$ cat src/design/cmf_pkg.sv
package cmf_pkg;

    localparam int unsigned MAX_WIDTH_DEF  = 1024;
    localparam int unsigned MAX_HEIGHT_DEF = 4096;

    localparam int unsigned CH_W     = 8;
    localparam int unsigned WIDTH_W  = 11;
    localparam int unsigned HEIGHT_W = 13;
    localparam int unsigned CFG_W    = 13;
    localparam int unsigned ROW_W    = 12;
    localparam int unsigned COL_W    = 10;
    localparam int unsigned NPTS     = 5;

    localparam logic [WIDTH_W-1:0]  WIDTH_RST  = 11'd1024;
    localparam logic [HEIGHT_W-1:0] HEIGHT_RST = 13'd1024;

    typedef enum logic [0:0] {
        REG_IMAGE_WIDTH  = 1'b0,
        REG_IMAGE_HEIGHT = 1'b1
    } reg_idx_e;

    typedef struct packed {
        logic [CH_W-1:0] blue;
        logic [CH_W-1:0] green;
        logic [CH_W-1:0] red;
    } rgb_t;

    typedef struct packed {
        logic apply;
        rgb_t rgb;
    } pix_t;

    // one column of the line store: the row before and the latest row
    typedef struct packed {
        pix_t older;
        pix_t newer;
    } line_t;

    // window: point 0 is the centre, mask bit set where a point is present
    typedef struct packed {
        pix_t [NPTS-1:0] pts;
        logic [NPTS-1:0] mask;
    } win_t;

endpackage

$ cat src/design/cmf_median_lane.sv
module cmf_median_lane (
    input  logic [cmf_pkg::NPTS-1:0][cmf_pkg::CH_W-1:0] vals,
    input  logic [cmf_pkg::NPTS-1:0]                    mask,
    output logic [cmf_pkg::CH_W-1:0]                    med
);
    import cmf_pkg::*;

    logic [2:0]      rank [NPTS];
    logic [CH_W-1:0] srt  [NPTS];
    logic [2:0]      cnt;
    logic [CH_W:0]   sum_lo;
    logic [CH_W:0]   sum_hi;

    // rank each present point; ties broken by position
    always_comb
    begin
        for (int i = 0; i < NPTS; i++)
        begin
            rank[i] = 3'd0;
            for (int j = 0; j < NPTS; j++)
            begin
                if (j != i && mask[j] &&
                    (vals[j] < vals[i] || (vals[j] == vals[i] && j < i)))
                begin
                    rank[i] = rank[i] + 3'd1;
                end
            end
        end
        for (int k = 0; k < NPTS; k++)
        begin
            srt[k] = '0;
            for (int i = 0; i < NPTS; i++)
            begin
                if (mask[i] && rank[i] == 3'(k))
                begin
                    srt[k] = srt[k] | vals[i];
                end
            end
        end
    end

    assign cnt    = 3'($countones(mask));
    assign sum_lo = {1'b0, srt[0]} + {1'b0, srt[1]};
    assign sum_hi = {1'b0, srt[1]} + {1'b0, srt[2]};

    always_comb
    begin
        case (cnt)
            3'd1:    med = srt[0];
            3'd2:    med = sum_lo[CH_W:1];
            3'd3:    med = srt[1];
            3'd4:    med = sum_hi[CH_W:1];
            default: med = srt[2];
        endcase
    end
endmodule

$ cat src/design/cmf_window.sv
module cmf_window (
    input  cmf_pkg::win_t win,
    output cmf_pkg::rgb_t res
);
    import cmf_pkg::*;

    logic [NPTS-1:0][CH_W-1:0] red_v;
    logic [NPTS-1:0][CH_W-1:0] green_v;
    logic [NPTS-1:0][CH_W-1:0] blue_v;
    rgb_t                      med;

    always_comb
    begin
        for (int i = 0; i < NPTS; i++)
        begin
            red_v[i]   = win.pts[i].rgb.red;
            green_v[i] = win.pts[i].rgb.green;
            blue_v[i]  = win.pts[i].rgb.blue;
        end
    end

    cmf_median_lane u_red   (.vals(red_v),   .mask(win.mask), .med(med.red));
    cmf_median_lane u_green (.vals(green_v), .mask(win.mask), .med(med.green));
    cmf_median_lane u_blue  (.vals(blue_v),  .mask(win.mask), .med(med.blue));

    // the centre's apply bit chooses filtered or original
    assign res = win.pts[0].apply ? med : win.pts[0].rgb;
endmodule

$ cat config.mk
export PLATFORM = sky130hd
export DESIGN_NAME = cmf_window
export DESIGN_NICKNAME = d
export VERILOG_FILES = /design/src/design/cmf_pkg.sv /design/src/design/cmf_median_lane.sv /design/src/design/cmf_window.sv
export SDC_FILE = /design/constraint.sdc
export NUM_CORES = 1
export LEC_CHECK = 0
export ABC_AREA = 1
export BUFFER_PORTS_ARGS = -buffer_cell sky130_fd_sc_hd__buf_2
export CORE_MARGIN = 3
export CORE_UTILIZATION = 40
export DETAILED_ROUTE_END_ITERATION = 6
export GPL_ROUTABILITY_DRIVEN = 0
export GPL_TIMING_DRIVEN = 0
export PLACE_DENSITY = 0.65
export SLEW_MARGIN = 15
export SYNTH_ARGS = -nofsm -noshare
export SYNTH_HDL_FRONTEND = slang
export SYNTH_SLANG_ARGS = --single-unit
$ cat constraint.sdc
create_clock -name vclk -period 7.1
set_input_delay 1.065 -clock vclk [all_inputs]
set_output_delay 1.065 -clock vclk [all_outputs]
set_load 0.005 [all_outputs]
# Word level (Yosys, flattened, before mapping)
# Index checks and enable logic that the tools add are counted.
# W data, S select, Z words.
# word_totals
regBits,0
in_bits,130
elab_cells,474
# op_classes
addsub,55
order_cmp,60
eq_ne,64
n_mux,109
bitwise,36
n_reduce_logical,150
# ops
op,n
$lt A8 B8 Y1,60
$mux W8,45
$or A8 B8 Y8,36
$eq A8 B8 Y1,30
$add A3 B1 Y3 const B,45
$mux W3,45
$logic_and A1 B1 Y1,105
$pmux W8 S4,3
$add A8 B8 Y9,6
$eq A3 B2 Y1 const B,17
$eq A3 B1 Y1 const B,16
$logic_not A3 Y1,15
$logic_or A1 B1 Y1,30
$mux W24,1
$mux W1,15
$add A1 B1 Y2,2
$add A2 B2 Y3,1
$add A3 B1 Y3,1
$eq A3 B3 Y1 const B,1

# Logic depth before layout (Yosys ltp)
# logic_depth
word_depth,23
depth_mapped,45
ltp_nobuf,45

# Modules after synthesis
# A second synthesis with hierarchy kept.
# unflattened
hier_cells,2275
area_unflattened_um2,13772.0
# modules_own_cells
module,n_inst,cells_per_inst,area_per_inst_um2
cmf_median_lane (u_blue),1,734,4488.1
cmf_median_lane (u_red),1,731,4484.3
cmf_median_lane (u_green),1,732,4425.5
cmf_window,1,78,374.1

# Least setup slack after synthesis
# Ideal clock, no wire load.
# synth_timing
kind,input to output
from,input win[16] (netlist name)
to,output res[15] (netlist name)
arrival_ns,5.503
path_slack_ns,0.532
cell_stages,41
cell_sequence,inv_1 > ha_1 > a21oi_1 > o21ai_0 > nand2_1 > o211ai_1 > o21bai_1 > nand2_1 > inv_1 > ha_1 > inv_1 > nand4_1 > nand2_1 > ha_1 > or2_1 > nand2_1 > nand2_1 > nor2_2 > [... 5 more ...] > or2_1 > o21ai_2 > fa_1 > inv_1 > nand2_1 > nand2_1 > a21oi_1 > nor2_1 > nor2_1 > nor2_1 > nor2_1 > nor2_1 > o21ai_0 > nand2_1 > nand2_1 > nand3_1 > a21oi_1 > o21ai_1
# synth_rtl
element,line,rtl
"start, declared",cmf_window.sv:2,"input cmf_pkg::win_t win,"
"end, declared",cmf_window.sv:3,output cmf_pkg::rgb_t res

==> results.md <==
* Mapped Nets at 2652
* Hold buffer count at cts at 0
* Yosys top cell by area: ha_1
* Synth cell types at 56
* Post-Synth Adder-Cell Area at 0.3007
* Area grow syn2layout at 42.17%
* Multi-input gate area at 0.01403 mm2
* Initial Utilization at 0.4116
* Worst path required time at 6.03 ns
* Unrepaired setup endpoints after global routing: true
* Most common cell in the netlist: nand2_1
* Syn Std Cell Area at 0.01319 mm2
* Maxcap violations at 0
* Simple-gate share of the synthesized area at 0.3832
* Setup crit end kind: output port
* Post-DP HPWL at 42.24 mm
* Vias in the first global route at 16460
* Die ar. at 0.03519 mm2
* Register area share after synthesis at 0
* Yosys warns at 0
* Hold Path Class: input port to output port
* Global-route wire length before repair at 83.92 mm
* Nature of the critical path startpoint: input port
* Clkbuf count at 0
* # IOs at 154
* Vias/cell at 5.933
* Chip width at 187.6 um
* Period utilisation layout at 1.021
* Row Count at 65
* Routed WL per cell at 19.19 um
* Core Box Area at 0.03204 mm2
* Hold Path Cell Cnt at 4
* Final Hold Viols at 0
* Final Critical Period at 7.246 ns
* DRT Pass-1 Iters at 7
* Kind of critical path: input port to output port
* Die height at 187.6 um
* CP max-delay cell: ha_4
* Setup ws final at -0.1461 ns
* Most frequent cells after synthesis: nand2_1 (559), inv_1 (353), ha_1 (309)
* Setup violations, final at 5
* Nets at 3020
* WP data arrival at 6.18 ns
* Drt total wl at 57.74 mm
* Total Routing Usage GR at 0.2886
* Final Max Tran Viols at 0
* Slew HR at 0.4232
* Failing checks: design-rule violations, negative setup slack
* P per Cell Area at 135.5 mW/mm2
* Residual DRC at 1
* Synth top area share at 0.2931
* Worst vdd ir at 57.48 uV
* Post-DRT Antenna Nets at 0
* Register area at 0 um2
* Crit-path max cell delay at 0.35 ns
* Critical path peak fanout at 5
* Final Cell Area at 0.01875 mm2
* Leakage at 9.506 nW
* Starting DRT DRC Count at 1908
* Main combinational cell family by area after synthesis: simple AND/OR/NAND/NOR gates
* Post-synthesis mux area share at 0.002277
* Total gr overflow at 0
* Status: finished, violations left
* Area after DPL at 0.01447 mm2
* CP Capture Point: res[7]
* PortBufs at 147
* Layout fillers at 2902
* Post-Syn Area per Cell at 5.973 um2
* XOR/XNOR Fraction of Synth Area at 0
* Seq_cells at 0
* Slew of the pin with the lowest slew margin at 0.8652 ns
* Vias at 17850
* Max Freq at 138.0 MHz
* Cells after Synth at 2208
* Power Total at 2.540 mW
* Largest net degree at the start of global routing at 11
* Layout cells sized above 1 at 0.3675
* Crit. Startpoint: win[12]
* Compound-Gate Fraction of Synth Area at 0.2010
* # diodes at 0
* Worst hold slack at 2.510 ns
* Area contributors post-synth: ha_1 (29%), nand2_1 (16%), inv_1 (10%)
* Antenna violations before repair at 0
[logic make-up after synthesis]
family,after synthesis
adders and majority gates,314
and+or+nand+nor,1069
muxes,3
buffers and inverters,386
AOI/OAI and AO/OA,436
[power breakdown]
group	leakage [nW]	internal (mW)	switching, mW
logic	9.51	1.02	1.52
clock network	0	0	0
registers	0	0	0
[metal layers]
layer / vias up / GRT usage / routed length (um)
li1: 8318 / - / -
met1: 8299 / 0.3671 / 23230
met2: 991 / 0.4934 / 26770
met3: 244 / 0.03066 / 4471
met4: 0 / 0.1253 / 3266
met5: - / 0 / 0
[cell usage in the layout, fill, tap and decap left out, types with 25 or more instances in the layout]
cell      instances
nand2_1         469
inv_1           273
ha_1            244
buf_4           207
a21oi_1         135
buf_2           134
nand2_2         107
nand3_1         103
nor2_1           88
nand4_1          81
ha_4             62
inv_2            61
nor2_4           54
o22ai_1          53
nor2_2           46
nand3_2          40
a21oi_2          39
o21ai_0          28
o221ai_1         28
o21ai_1          25
[timing repair]
item | CTS | global route
resized for setup | 218 | 406
endpoints found under the hold margin | 0 | 0
pin swaps | 75 | 212
setup buffers | 126 | 98
setup endpoints to repair | 23 | 22
[cell type report]
| type | instances | share of cell area |
|---|---|---|
| plain buffers | 28 | 0.007941 |
| inverters | 358 | 0.07620 |
| multi-input cells | 1822 | 0.7484 |
| well taps | 435 | 0.02903 |
| repair buffers | 366 | 0.1384 |
[worst min path at each step]
stage	from	slack, ns	endpoint
final	win[19]	2.51	res[14]
after global routing	win[19]	2.53	res[14]
after CTS	win[20]	2.45	res[15]
after detailed placement	win[20]	2.49	res[15]
after global placement	win[20]	2.49	res[15]
after floorplan	win[19]	2.23	res[14]
[worst max-delay path: cells and delay by family]
| kind | cells | cell delay, ns |
|---|---|---|
| buffers and inverters | 8 | 0.79 |
| and+or+nand+nor | 19 | 2.26 |
| adders and majority gates | 4 | 1.09 |
| AOI/OAI and AO/OA | 8 | 0.94 |
[stage by stage]
stage | instances | util | TNS (ns) | setup WS (ns)
finish | 3009 | 0.5852 | -0.2951 | -0.1461
detailed placement | 2790 | 0.4517 | -8.081 | -0.9012
global route | 3009 | 0.5852 | -2.333 | -0.3888
global placement | 2790 | 0.4515 | -5.750 | -0.7800
floorplan | 2208 | - | 0 | 0.5316
CTS | 2915 | 0.5087 | -0.1478 | -0.1147
Power figures use the tool's default switching activity.
